File: src/sv/int2rd_pkg.sv
// shared constants, types and digit encoding for the radix digit converter
`timescale 1ns / 1ps

package int2rd_pkg;

  localparam int VALUE_WIDTH = 64;
  localparam int CNT_W       = $clog2(VALUE_WIDTH);
  localparam int STORE_DEPTH = 64;
  localparam int STORE_AW    = $clog2(STORE_DEPTH);
  localparam int COUNT_W     = STORE_AW + 1;
  localparam int RADIX_W     = 6;
  localparam int CHAR_W      = 7;

  localparam logic [RADIX_W-1:0] RADIX_RESET = 6'd10;
  localparam logic [RADIX_W-1:0] RADIX_MIN   = 6'd2;
  localparam logic [RADIX_W-1:0] RADIX_MAX   = 6'd36;
  localparam logic [RADIX_W-1:0] DIGIT_TEN   = 6'd10;
  localparam logic [CHAR_W-1:0]  CHAR_ZERO   = 7'd48;
  localparam logic [CHAR_W-1:0]  CHAR_A      = 7'd65;

  typedef enum logic [1:0] {
    ST_IDLE,
    ST_DIV,
    ST_RD,
    ST_LOAD
  } state_e;

  typedef struct packed {
    logic start;
    logic load;
  } div_ctrl_t;

  typedef struct packed {
    logic               done;
    logic               quot_zero;
    logic [RADIX_W-1:0] rem;
  } div_stat_t;

  function automatic logic [CHAR_W-1:0] digit_to_char(input logic [RADIX_W-1:0] d);
    logic [CHAR_W-1:0] c;
    if (d < DIGIT_TEN) begin
      c = CHAR_ZERO + {1'b0, d};
    end else begin
      c = CHAR_A + {1'b0, d} - {1'b0, DIGIT_TEN};
    end
    return c;
  endfunction

endpackage

File: src/sv/int2rd_ram.sv
// generic single write port ram with registered read
`timescale 1ns / 1ps

module int2rd_ram #(
  parameter int WIDTH = 8,
  parameter int DEPTH = 64
) (
  input  logic                     clk_i,
  input  logic                     we_i,
  input  logic [$clog2(DEPTH)-1:0] waddr_i,
  input  logic [WIDTH-1:0]         wdata_i,
  input  logic                     re_i,
  input  logic [$clog2(DEPTH)-1:0] raddr_i,
  output logic [WIDTH-1:0]         rdata_o
);

  logic [WIDTH-1:0] mem_q [DEPTH];
  logic [WIDTH-1:0] rdata_q;

  always_ff @(posedge clk_i) begin
    if (we_i) begin
      mem_q[waddr_i] <= wdata_i;
    end
    if (re_i) begin
      rdata_q <= mem_q[raddr_i];
    end
  end

  assign rdata_o = rdata_q;

endmodule

File: src/sv/int2rd_div.sv
// bit-serial restoring divider by the radix, one quotient bit per cycle
`timescale 1ns / 1ps

module int2rd_div (
  input  logic                                 clk_i,
  input  logic                                 rst_ni,
  input  int2rd_pkg::div_ctrl_t                ctrl_i,
  input  logic [int2rd_pkg::VALUE_WIDTH-1:0]   value_i,
  input  logic [int2rd_pkg::RADIX_W-1:0]       base_i,
  output int2rd_pkg::div_stat_t                stat_o
);

  localparam logic [int2rd_pkg::CNT_W-1:0] LastBit =
    int2rd_pkg::CNT_W'(int2rd_pkg::VALUE_WIDTH - 1);

  logic [int2rd_pkg::VALUE_WIDTH-1:0] quot_q, quot_d;
  logic [int2rd_pkg::RADIX_W-1:0]     rem_q, rem_d;
  logic [int2rd_pkg::CNT_W-1:0]       cnt_q;
  logic                               busy_q;
  logic                               done_q;
  logic [int2rd_pkg::RADIX_W:0]       trial;
  logic [int2rd_pkg::RADIX_W:0]       base_ext;
  logic                               ge;

  assign trial    = {rem_q, quot_q[int2rd_pkg::VALUE_WIDTH-1]};
  assign base_ext = {1'b0, base_i};
  assign ge       = trial >= base_ext;

  always_comb begin
    rem_d  = ge ? int2rd_pkg::RADIX_W'(trial - base_ext) : trial[int2rd_pkg::RADIX_W-1:0];
    quot_d = {quot_q[int2rd_pkg::VALUE_WIDTH-2:0], ge};
  end

  always_ff @(posedge clk_i or negedge rst_ni) begin
    if (!rst_ni) begin
      busy_q <= 1'b0;
      done_q <= 1'b0;
      cnt_q  <= '0;
    end else begin
      done_q <= busy_q && (cnt_q == LastBit);
      if (ctrl_i.start) begin
        busy_q <= 1'b1;
        cnt_q  <= '0;
      end else if (busy_q) begin
        cnt_q <= cnt_q + 1'b1;
        if (cnt_q == LastBit) begin
          busy_q <= 1'b0;
        end
      end
    end
  end

  // payload shift registers
  always_ff @(posedge clk_i) begin
    if (ctrl_i.start) begin
      rem_q <= '0;
      if (ctrl_i.load) begin
        quot_q <= value_i;
      end
    end else if (busy_q) begin
      rem_q  <= rem_d;
      quot_q <= quot_d;
    end
  end

  assign stat_o.done      = done_q;
  assign stat_o.quot_zero = (quot_q == '0);
  assign stat_o.rem       = rem_q;

endmodule

File: src/sv/integer_to_radix_digits.sv
// top level: unsigned integer to ascii digits in a configurable radix
`timescale 1ns / 1ps

// Converts one unsigned integer per input transaction into its ASCII digits in the radix
// held by the configuration register (written values below 2 act as 2, above 36 as 36),
// most significant digit first, one output transaction per character, tlast on the final
// one; zero gives the single character '0'. Each digit comes from a bit-serial division
// that shifts the value through the divider one bit per cycle, and each character is
// then read from the remainder ram through its registered read port and loaded into the
// output register, which waits while the output register still holds an unaccepted
// character. A new item is taken while the last character still waits on the output.

module integer_to_radix_digits (
  input  logic        clk_i,
  input  logic        rst_ni,
  input  logic        cfg_we_i,
  input  logic [5:0]  cfg_wdata_i,     // radix
  input  logic        s_axis_tvalid,
  output logic        s_axis_tready,
  input  logic [63:0] s_axis_tdata,    // number_value
  output logic        m_axis_tvalid,
  input  logic        m_axis_tready,
  output logic [7:0]  m_axis_tdata,    // digit_char, zero pad bit
  output logic        m_axis_tlast     // last_digit
);

  int2rd_pkg::state_e                  state_q, state_d;
  logic [int2rd_pkg::RADIX_W-1:0]      radix_q;
  logic [int2rd_pkg::RADIX_W-1:0]      base;
  logic [int2rd_pkg::COUNT_W-1:0]      count_q, count_d;
  logic [int2rd_pkg::STORE_AW-1:0]     ptr_q, ptr_d;
  int2rd_pkg::div_ctrl_t               div_ctrl;
  int2rd_pkg::div_stat_t               div_stat;
  logic                                ram_we;
  logic                                ram_re;
  logic [int2rd_pkg::RADIX_W-1:0]      ram_rdata;
  logic                                out_free;
  logic                                out_load;
  logic                                m_valid_q;
  logic [int2rd_pkg::CHAR_W-1:0]       m_char_q;
  logic                                m_last_q;

  always_ff @(posedge clk_i or negedge rst_ni) begin
    if (!rst_ni) begin
      radix_q <= int2rd_pkg::RADIX_RESET;
    end else if (cfg_we_i) begin
      radix_q <= cfg_wdata_i;
    end
  end

  always_comb begin
    if (radix_q < int2rd_pkg::RADIX_MIN) begin
      base = int2rd_pkg::RADIX_MIN;
    end else if (radix_q > int2rd_pkg::RADIX_MAX) begin
      base = int2rd_pkg::RADIX_MAX;
    end else begin
      base = radix_q;
    end
  end

  int2rd_div u_div (
    .clk_i   (clk_i),
    .rst_ni  (rst_ni),
    .ctrl_i  (div_ctrl),
    .value_i (s_axis_tdata[int2rd_pkg::VALUE_WIDTH-1:0]),
    .base_i  (base),
    .stat_o  (div_stat)
  );

  int2rd_ram #(
    .WIDTH (int2rd_pkg::RADIX_W),
    .DEPTH (int2rd_pkg::STORE_DEPTH)
  ) u_ram (
    .clk_i   (clk_i),
    .we_i    (ram_we),
    .waddr_i (count_q[int2rd_pkg::STORE_AW-1:0]),
    .wdata_i (div_stat.rem),
    .re_i    (ram_re),
    .raddr_i (ptr_q),
    .rdata_o (ram_rdata)
  );

  assign out_free      = !m_valid_q || m_axis_tready;
  assign s_axis_tready = (state_q == int2rd_pkg::ST_IDLE);

  always_ff @(posedge clk_i or negedge rst_ni) begin
    if (!rst_ni) begin
      state_q <= int2rd_pkg::ST_IDLE;
      count_q <= '0;
      ptr_q   <= '0;
    end else begin
      state_q <= state_d;
      count_q <= count_d;
      ptr_q   <= ptr_d;
    end
  end

  always_comb begin
    state_d  = state_q;
    count_d  = count_q;
    ptr_d    = ptr_q;
    div_ctrl = '0;
    ram_we   = 1'b0;
    ram_re   = 1'b0;
    out_load = 1'b0;
    unique case (state_q)
      int2rd_pkg::ST_IDLE: begin
        if (s_axis_tvalid) begin
          div_ctrl.start = 1'b1;
          div_ctrl.load  = 1'b1;
          count_d        = '0;
          state_d        = int2rd_pkg::ST_DIV;
        end
      end
      int2rd_pkg::ST_DIV: begin
        if (div_stat.done) begin
          ram_we  = 1'b1;
          count_d = count_q + 1'b1;
          if (div_stat.quot_zero) begin
            ptr_d   = count_q[int2rd_pkg::STORE_AW-1:0];
            state_d = int2rd_pkg::ST_RD;
          end else begin
            div_ctrl.start = 1'b1;
          end
        end
      end
      int2rd_pkg::ST_RD: begin
        ram_re  = 1'b1;
        state_d = int2rd_pkg::ST_LOAD;
      end
      int2rd_pkg::ST_LOAD: begin
        if (out_free) begin
          out_load = 1'b1;
          if (ptr_q == '0) begin
            state_d = int2rd_pkg::ST_IDLE;
          end else begin
            ptr_d   = ptr_q - 1'b1;
            state_d = int2rd_pkg::ST_RD;
          end
        end
      end
      default: begin
        state_d = int2rd_pkg::ST_IDLE;
      end
    endcase
  end

  // output register
  always_ff @(posedge clk_i or negedge rst_ni) begin
    if (!rst_ni) begin
      m_valid_q <= 1'b0;
    end else if (out_load) begin
      m_valid_q <= 1'b1;
    end else if (m_axis_tready) begin
      m_valid_q <= 1'b0;
    end
  end

  always_ff @(posedge clk_i) begin
    if (out_load) begin
      m_char_q <= int2rd_pkg::digit_to_char(ram_rdata);
      m_last_q <= (ptr_q == '0);
    end
  end

  assign m_axis_tvalid = m_valid_q;
  assign m_axis_tdata  = {1'b0, m_char_q};
  assign m_axis_tlast  = m_last_q;

endmodule

File: config.mk
export PLATFORM = sky130hd
export DESIGN_NAME = integer_to_radix_digits
export DESIGN_NICKNAME = d
export VERILOG_FILES = /design/src/sv/int2rd_pkg.sv /design/src/sv/int2rd_ram.sv /design/src/sv/int2rd_div.sv /design/src/sv/integer_to_radix_digits.sv
export SDC_FILE = /design/constraint.sdc
export NUM_CORES = 1
export LEC_CHECK = 0
export ABC_CLOCK_PERIOD_IN_PS = 3750
export BUFFER_PORTS_ARGS = -buffer_cell sky130_fd_sc_hd__buf_2
export CORE_MARGIN = 2
export CORE_UTILIZATION = 40
export DETAILED_ROUTE_END_ITERATION = 10
export SYNTH_ARGS = -nofsm -noshare
export SYNTH_HDL_FRONTEND = slang
export SYNTH_HIERARCHICAL = 1
export SYNTH_SLANG_ARGS = --single-unit
File: constraint.sdc
create_clock -name clk_i -period 3.75 [get_ports clk_i]
set_input_delay 0.1875 -clock clk_i [delete_from_list [all_inputs] [get_ports clk_i]]
set_output_delay 0.1875 -clock clk_i [all_outputs]
set_load 0.02 [all_outputs]
# Word-level counts from Yosys, hierarchy flattened
# Memory sizes are Yosys's and may differ from the RTL's. A register that Yosys moved wholly into a read port is not among the register bits.
# Index checks and enable logic that the tools add are counted.
# W data, S select, Z words.
# word_totals
ff_bits,108
ramBits,384
inputBits,75
mem_count,1
# mem_list
memory,words,width,rd,rd_ports_with_merged_regs,write_ports,line,rtl
u_ram.mem_q,64,6,1,1,1,int2rd_ram.sv:17,logic [WIDTH-1:0] mem_q [DEPTH];
# classes
add_sub_neg,7
magnitude_cmp,4
eq_ne,10
muxes,40
reduce_logical,14
# op_table
cell,n
$mux W64,3
$logic_not A64 Y1,1
$mux W6,9
$mux W7,3
$mux W1,15
$pmux W7 S2,1
$mux W2,6
$pmux W6 S2,1
$ne A2 B2 Y1 const B,5
$pmux W2 S4,1
$reduce_bool A2 Y1,4
$add A6 B6 Y7 const A,1
$add A7 B1 Y7 const B,1
$add A7 B6 Y7 const A,1
$ge A7 B6 Y1,1
$sub A7 B4 Y7 const B,1
$add A6 B1 Y6 const B,1
$eq A6 B6 Y1 const B,1
$gt A6 B6 Y1 const B,1
$logic_not A6 Y1,1
$lt A6 B2 Y1 const B,1
$lt A6 B4 Y1 const B,1
$sub A6 B1 Y6 const B,1
$sub A6 B6 Y6,1
12 further kinds,13

# Longest topological paths before layout
# Gate-level depths: netlist of the first run.
# depth
ltp_word,6
ltp_mapped,10

# Hierarchy
# The synthesis of the first run kept the hierarchy.
# modules_own_cells
module,instances,cells_each,area_each_um2,seq_area_each_um2
int2rd_ram,1,720,15285.9,11711.2
int2rd_div,1,267,3766.1,2242.2
integer_to_radix_digits,1,158,1619.1,768.2

# Worst setup path before layout of the first run
# OpenSTA, ideal clock, no wires.
# synth_timing
kind,flip-flop to flip-flop
start,register u_div/quot_q[61] in the netlist's numbering
end,register u_div/quot_q[0] in the netlist's numbering (enable)
setup_time_ps,394
arrival_time_ps,2702
required_time_ps,3356
path_slack_ps,654
stages_incl_launch_ff,9
synth_period_minus_slack_ps,3096
cell_sequence,edfxtp_1 nor4_1 nand4_1 nor4_1 inv_1 a21o_1 buf_4 buf_2 mux2_2
# synth_rtl
element,line,rtl
"start, declared",int2rd_div.sv:16,"logic [int2rd_pkg::VALUE_WIDTH-1:0] quot_q, quot_d;"
"start signal, assigned",int2rd_div.sv:58,quot_q <= value_i;
"start signal, assigned",int2rd_div.sv:62,quot_q <= quot_d;

# Worst setup path after layout of the first run
# layout_timing
start,register state_q[1]
end,memory u_ram/mem_q[47][3] in the netlist's numbering (enable)
# layout_via
elab_chain_len,4
# layout_lines
element,line,rtl
"start, declared",integer_to_radix_digits.sv:27,"int2rd_pkg::state_e state_q, state_d;"
"start signal, assigned",integer_to_radix_digits.sv:88,state_q <= int2rd_pkg::ST_IDLE;
"start signal, assigned",integer_to_radix_digits.sv:92,state_q <= state_d;
$eq A2 B1 Y1,integer_to_radix_digits.sv:106,unique case (state_q)
$mux W1,integer_to_radix_digits.sv:106,
$mux W1,int2rd_ram.sv:21,if (we_i) begin
$mux W1 (implied by the code),int2rd_ram.sv:22,mem_q[waddr_i] <= wdata_i;
"end, declared",int2rd_ram.sv:17,
# Every way passes these cells.

==> results of run 1 <==
==> cells in the mapped netlist, types with 4 or more instances <==
master / n
a21oi_1: 16
nand2b_1: 10
buf_4: 6
nor3b_1: 5
mux4_1: 6
o221ai_1: 10
nor2_1: 95
inv_1: 19
dfxtp_1: 6
xor2_1: 6
o21ai_1: 6
xnor2_1: 10
o21ai_0: 13
a211oi_1: 10
nand4_1: 10
clkbuf_1: 30
nor4_1: 19
nor2b_1: 15
nor3_1: 8
buf_2: 15
o22ai_1: 12
nand3_1: 16
o22a_1: 6
ha_1: 14
nand3b_1: 4
edfxtp_1: 462
mux2i_1: 22
buf_6: 7
mux4_2: 87
mux2_2: 80
or3_1: 6
dfrtp_1: 27
nand2_1: 32
==> path summary, 6_finish.rpt <==
kind	depth (start not counted)	start	end
max	3	state_q[1]	u_ram/mem_q[47][3]
min	2	rst_ni	radix_q[0]
max reg2reg	3	state_q[1]	u_ram/mem_q[47][3]
min reg2reg	2	u_div/cnt_q[2]	u_div/done_q
max in group asynchronous	2	rst_ni	ptr_q[0]
min in group clk_i	3	s_axis_tdata[17]	u_div/quot_q[17]
==> registers in the layout, summed over array words and instances, names as in the netlist, 2 cells and up <==
register,count
radix_q,6
u_div/rem_q,6
u_div/quot_q,64
state_q,2
m_char_q,7
ptr_q,6
u_ram/mem_q,384
u_ram/rdata_o,6
count_q,6
u_div/cnt_q,6
==> cell families (layout without fill, tap and decap cells) <==
logic type | Yosys count | after routing | share of synthesized area (%)
DFF | 497 | 497 | 71.2
buffers and inverters | 80 | 303 | 2.12
AOI/OAI and AO/OA | 102 | 102 | 3.53
and+or+nand+nor | 238 | 238 | 5.77
xor gates and xnor gates | 16 | 16 | 0.678
adders and majority gates | 16 | 16 | 0.993
other | 1 | 1 | 0.0181
muxes | 195 | 195 | 15.7
==> metal layers <==
metal / routed length (um) / global-route usage [%] / part of all wire, % / vias up
li1: - / - / - / 4965
met1: 20000 / 23.8 / 43 / 5744
met2: 21700 / 28.0 / 47 / 366
met3: 3190 / 4.10 / 6.9 / 85
met4: 1240 / 5.30 / 2.7 / 0
met5: 0 / 0 / 0 / -
==> stage by stage <==
stage               instances  hold WS (ps)  cell area [sq um]  power (uW)  setup WS, ps
CTS                      2048           185              24300       15000           870
global placement         1873           257              21800        9710           881
floorplan                1145          -108              20700        9020           654
global route             2048           253              24300       15500           569
finish                   2048           179              24300       14800           784
detailed placement       1873           282              21800        9800           886
==> layout by cell type, fill, tap and decap left out, types with 4 or more instances in the layout <==
cell and count:
edfxtp_1 462, nor2_1 95, mux4_2 87, buf_2 84, mux2_2 80, dlygate4sd3_1 80
clkbuf_16 52, nand2_1 32, dfrtp_1 24, mux2i_1 22, buf_4 22, inv_1 19
nor4_1 19, a21oi_1 16, nand3_1 16, nor2b_1 15, ha_1 14, o21ai_0 13
clkinv_1 12, o22ai_1 12, xnor2_1 10, nand2b_1 10, nand4_1 10, o221ai_1 10
a211oi_1 10, clkbuf_1 9, nor3_1 8, clkinv_2 8, or3_1 6, xor2_1 6
bufinv_16 6, dfxtp_2 6, o22a_1 6, o21ai_1 6, mux4_1 6, nor3b_1 5
nand3b_1 4
==> layout make-up <==
| cell class | instances | area, sq um | area share [%] |
|---|---|---|---|
| Multi-Input combinational cell | 568 | 5510 | 22.7 |
| Sequential cell | 497 | 14700 | 60.6 |
| Timing Repair Buffer | 189 | 1450 | 5.95 |
| Tap cell | 680 | 851 | 3.50 |
| Inverter | 19 | 71.3 | 0.293 |
| Clock inverter | 31 | 315 | 1.30 |
| Clock buffer | 64 | 1380 | 5.66 |
==> power groups by stage <==
stage	combinational, uW	sequential, uW	clock [uW]
finish	1940	7790	5120
global route	2190	7870	5450
CTS	1970	7780	5230
detailed placement	1900	7890	0
global placement	1830	7880	0
floorplan	1010	8010	0
==> metrics, run 1 <==
top_reg_cell synth=edfxtp_1; DP Wirelength=27800 um; gr usage total=17.5%; Layout Nets=1417; number of global-route vias before repair=about 12k; Final setup viols=0; # fillers=4262; Rel. slew slack=around 28%; total core area=0.0512 sq mm; postcts setup bufs=0; n_diodes=0; Detailed Routing Iterations Pass 1=5; clk slew on worst S/H paths=about 60 ps; Critical Path Start Type=flop; Critical Path Max Stage Delay=820 ps; status=completed; Synth area leader=edfxtp_1; TNS Setup=0 ps; site row count=83; clk buf depth=3; Post-Route WL=46100 um; clock power share=approximately a third; Synth top area share=67.1%; sequential fraction of the synthesis area=a little under three quarters; Core Util, Final=47.5%; IO buf count=84; Period minus WS final=a little under 3000 ps; clock sinks=between 400 and 500; warning count from the yosys run=6; Sw Share=25.1%; Worst Max-Slew Pin Slew=1080 ps; critical path class=flop to flop; DIE HEIGHT=between 200 and 250 um; Worst Path Required=3970 ps; share of cells above drive strength 1=a little over a quarter; Hold WC Path Type=input pin to asynchronous set/reset pin; DRC=0; Buf/Inv on CP=0; crit share post-route=79.1%; hold bufs inserted after CTS=80; combinational share of power=13.1%; mapped cell area=0.0207 sq mm; RSZ-0062 raised after global routing=no; largest delay contributor family on the critical path=simple AND/OR/NAND/NOR gates; post-synthesis average cell area=18.1 sq um; Final Slew Violations=0; Critical Path AT=3190 ps; Overflow after GRT=0; slowest CP cell=nor2_1; DR vias=11.2k; PD cells=611 mW/mm^2; routed length per instance=about 23 um; Post-Syn Nets=between 1k and 1.5k; number of max-cap violations=0; setup slack, reg-to-reg=780 ps; Skew-Pair Late Insertion Delay=590 ps; Max Clock Freq=337 MHz; Worst Setup End Kind=flop; Vias/cell=5.45; initial drt markers=915; Critical Path Fanout Max=19; Routed Antenna Nets=0; Root Driver=clkbuf_16; P_sw=between 3000 and 4000 uW; area grow syn2layout=17.6%; Synth Register Bits=~500; CTS Buf Count=52; critical path, cell by cell=and3b_1 > nand4_1 > nor2_1; Reg power frac=a little over half; io pins=86; H-tree depth=2; Netlist cell types=67; LEAKAGE=roughly 0.008 uW; Mapped Cells=roughly 1.1k; Hold Fails Final Rpt=0; Final GP Congestion=0.778; Int Power=11100 uW; Initial Utilization=around two fifths; TritonCTS clock tree=yes; number of cells upsized or downsized after cts=0; first-pass GRT wire length=70800 um; DIE AREA=0.0535 sq mm; Final Skew=20.6 ps; Area contributors post-synth=edfxtp_1 67%, mux4_2 9.5%, mux2_2 4.4%; Post-synth EDFFs=around 460; Max IR drop VDD=0.472 mV; async set-reset flop share out of synthesis=5.84%; initial antenna violation count=0; Die W=roughly 230 um; largest net degree at the start of global routing=just over 80
(Power assumes the default switching activity.)
==> inputs of run 2 (changes only) <==
- ABC_CLOCK_PERIOD_IN_PS: 3750 -> 2700
- clock period: 3.75 -> 2.7 ns (I/O delays scaled with it)
==> run 2 against run 1 <==
  * Worst setup slack worse by 660 ps
  * Register-to-register slack worse by 660 ps
  * Global-route usage is 0.14 points higher
  * Maximum frequency rose by 15%
  * Cell count rose by 4.0%
  * Clock skew about the same
  * Clock-buffer cell count down 4
  * Clock power up 44%
  * Largest cell class unchanged
  * Highest routed layer unchanged
==> metrics, run 2 (synthesized netlist as in run 1, its figures left out) <==
status=completed; slowest CP cell=edfxtp_1; setup slack, reg-to-reg=120 ps (-660 ps); H-tree depth=2 (unchanged); Routed Antenna Nets=0 (unchanged); IO buf count=84 (unchanged); Final setup viols=0 (unchanged); worst hold slack=114 ps (-65.0 ps); Final Skew=20.3 ps (-0.376 ps); Worst Path Required=3170 ps (-800 ps); clk slew on worst S/H paths=60 ps (about the same); total core area=0.0512 sq mm (unchanged); initial antenna violation count=0 (unchanged); PD cells=835 mW/mm^2 (+37%); Biggest register=u_ram/mem_q; Hold WC Path Type=input pin to asynchronous set/reset pin; Root Driver=clkbuf_16; GRT met1 Usage=23.9% (+0.17 points); Overall Power=21000 uW (+41%); clk buf depth=3 (unchanged); Critical Path Start Type=flop; Period minus WS final=2580 ps (-387 ps); DP Wirelength=28700 um (+3.3%); RSZ-0062 raised after global routing=yes; Post-Route WL=46300 um (+0.48%); Critical Path Max Stage Delay=430 ps (-390 ps); Worst Max-Slew Pin Slew=825 ps (-259 ps); Worst Setup End Kind=flop; DRC=0 (unchanged); Final Slew Violations=0 (unchanged); commonest non-fill, non-tap cell in the layout=edfxtp_1; routed length per instance=21.8 um (-3.3%); DIE AREA=0.0535 sq mm (unchanged); max FFs per register=384 (unchanged); Detailed Routing Iterations Pass 1=5 (unchanged); Final GP Congestion=0.779 (+0.17%); DR vias=11.3k (+1.0%); critical path, cell by cell=nor4_2 > nand4_1 > nor4_2 > buf_4 > inv_1 > a21o_4 > buf_4 > or3_1 > o311ai_0; Critical Path Fanout Max=32 (+13); most used routing layer=met2; crit share post-route=95.5% (+16 points); GR Util met3=2.53% (-1.6 points); initial drt markers=799 (-13%); share of cells above drive strength 1=32.6% (+5.4 points); area of the multi-input gates=0.00560 sq mm (+1.5%); TritonCTS clock tree=yes; gr usage total=17.6% (+0.14 points); Skew-Pair Late Insertion Delay=590 ps (about the same); Max Clock Freq=388 MHz (+15%); CTS Buf Count=52 (unchanged); clock sinks=497 (unchanged); Critical Path AT=3050 ps (-140 ps); Initial Utilization=40.4% (unchanged); Layout Nets=1497 (+5.6%); Design Area, Final=0.0251 sq mm (+3.4%); Overflow after GRT=0 (unchanged); critical path class=flop to flop; n_diodes=0 (unchanged); LEAKAGE=0.00849 uW (+6.2%); first-pass GRT wire length=71100 um (+0.44%); met2 Use GR=29.4% (+1.4 points); Hold Fails Final Rpt=0 (unchanged); number of global-route vias before repair=11.8k (+0.78%); register area=0.0147 sq mm (unchanged); Max IR drop VDD=0.642 mV (+36%); Largest regs=u_ram/mem_q: 384 flops, u_div/quot_q: 64 flops, m_char_q: 7 flops; DIE HEIGHT=231 um (unchanged); largest net degree at the start of global routing=67 (-18%); Vias/cell=5.30 (-2.8%); Rel. slew slack=44.9% (+17 points); site row count=83 (unchanged); # fillers=4194 (-1.6%); number of max-cap violations=0 (unchanged); area grow syn2layout=21.6%; commonest non-fill, non-tap cells in the layout=462 x edfxtp_1, 95 x nor2_1, 95 x buf_4; io pins=86 (unchanged); Placed Area=0.0225 sq mm (+3.1%); Die W=231 um (unchanged)
-- run 2: changes by cell type in the layout (fill, tap and decap cells not counted), moves of 3 or more --
| cell | delta |
|---|---|
| clkbuf_1 | -3 |
| clkinv_1 | -9 |
| clkinv_2 | +12 |
| nor4_1 | -6 |
| nor4_2 | +6 |
| buf_12 | +5 |
| buf_4 | +73 |
-- run 2: critical path: cells and delay by family, from the launching register on --
kind | cells | cell delay (ps)
compound gates | 2 | 310
buf+inv | 3 | 500
flops | 1 | 430
simple gates | 4 | 1210
-- run 2: layer usage --
| metal | share of wire [%] | routed length, um |
|---|---|---|
| met5 | 0 | 0 |
| met4 | 2.2 | 1020 |
| met3 | 4.3 | 1980 |
| met2 | 50 | 23100 |
| met1 | 44 | 20200 |
-- run 2: layout make-up --
type	count	area share (%)
tap	680	3.39
clock inverter	36	1.61
multi-input combinational	569	22.3
clock buffer	60	5.42
sequential	497	58.6
inverter	19	0.284
timing repair buffer	268	8.38
-- run 2: repair_timing --
item	CTS	global route
endpoints found under the setup margin	114	97
setup buffers	0	0
hold buffers	80	0
endpoints found under the hold margin	102	0
gates cloned	1	0
gates resized for setup	2	7
-- run 2: final timing paths --
path | cells past startpoint | end | start
max in group asynchronous | 2 | ptr_q[0] | rst_ni
setup reg to reg | 9 | u_div/rem_q[0] | u_div/quot_q[59]
min in group clk_i | 3 | u_div/quot_q[20] | s_axis_tdata[20]
hold reg to reg | 2 | u_div/done_q | u_div/cnt_q[2]
setup / recovery | 9 | u_div/rem_q[0] | u_div/quot_q[59]
hold / removal | 2 | radix_q[5] | rst_ni
-- run 2: per-stage QoR --
stage | setup WS [ps] | setup TNS [ps] | instances | util [%]
2_1_floorplan | 104 | 0 | 1145 | -
3_3_place_gp | -95.7 | -8900 | 1952 | 43.9
3_5_place_dp | -138 | -12530 | 1952 | 43.9
4_1_cts | 19.0 | 0 | 2129 | 49.0
5_1_grt | -17.3 | -17.3 | 2129 | 49.1
6_report | 121 | 0 | 2129 | 49.1
-- run 2: power by group --
part	internal (uW)	leakage (uW)	total (uW)	switching, uW
combinational	1060	0.00299	2800	1740
sequential	10300	0.00462	10800	551
clock	4390	0.000882	7370	2970
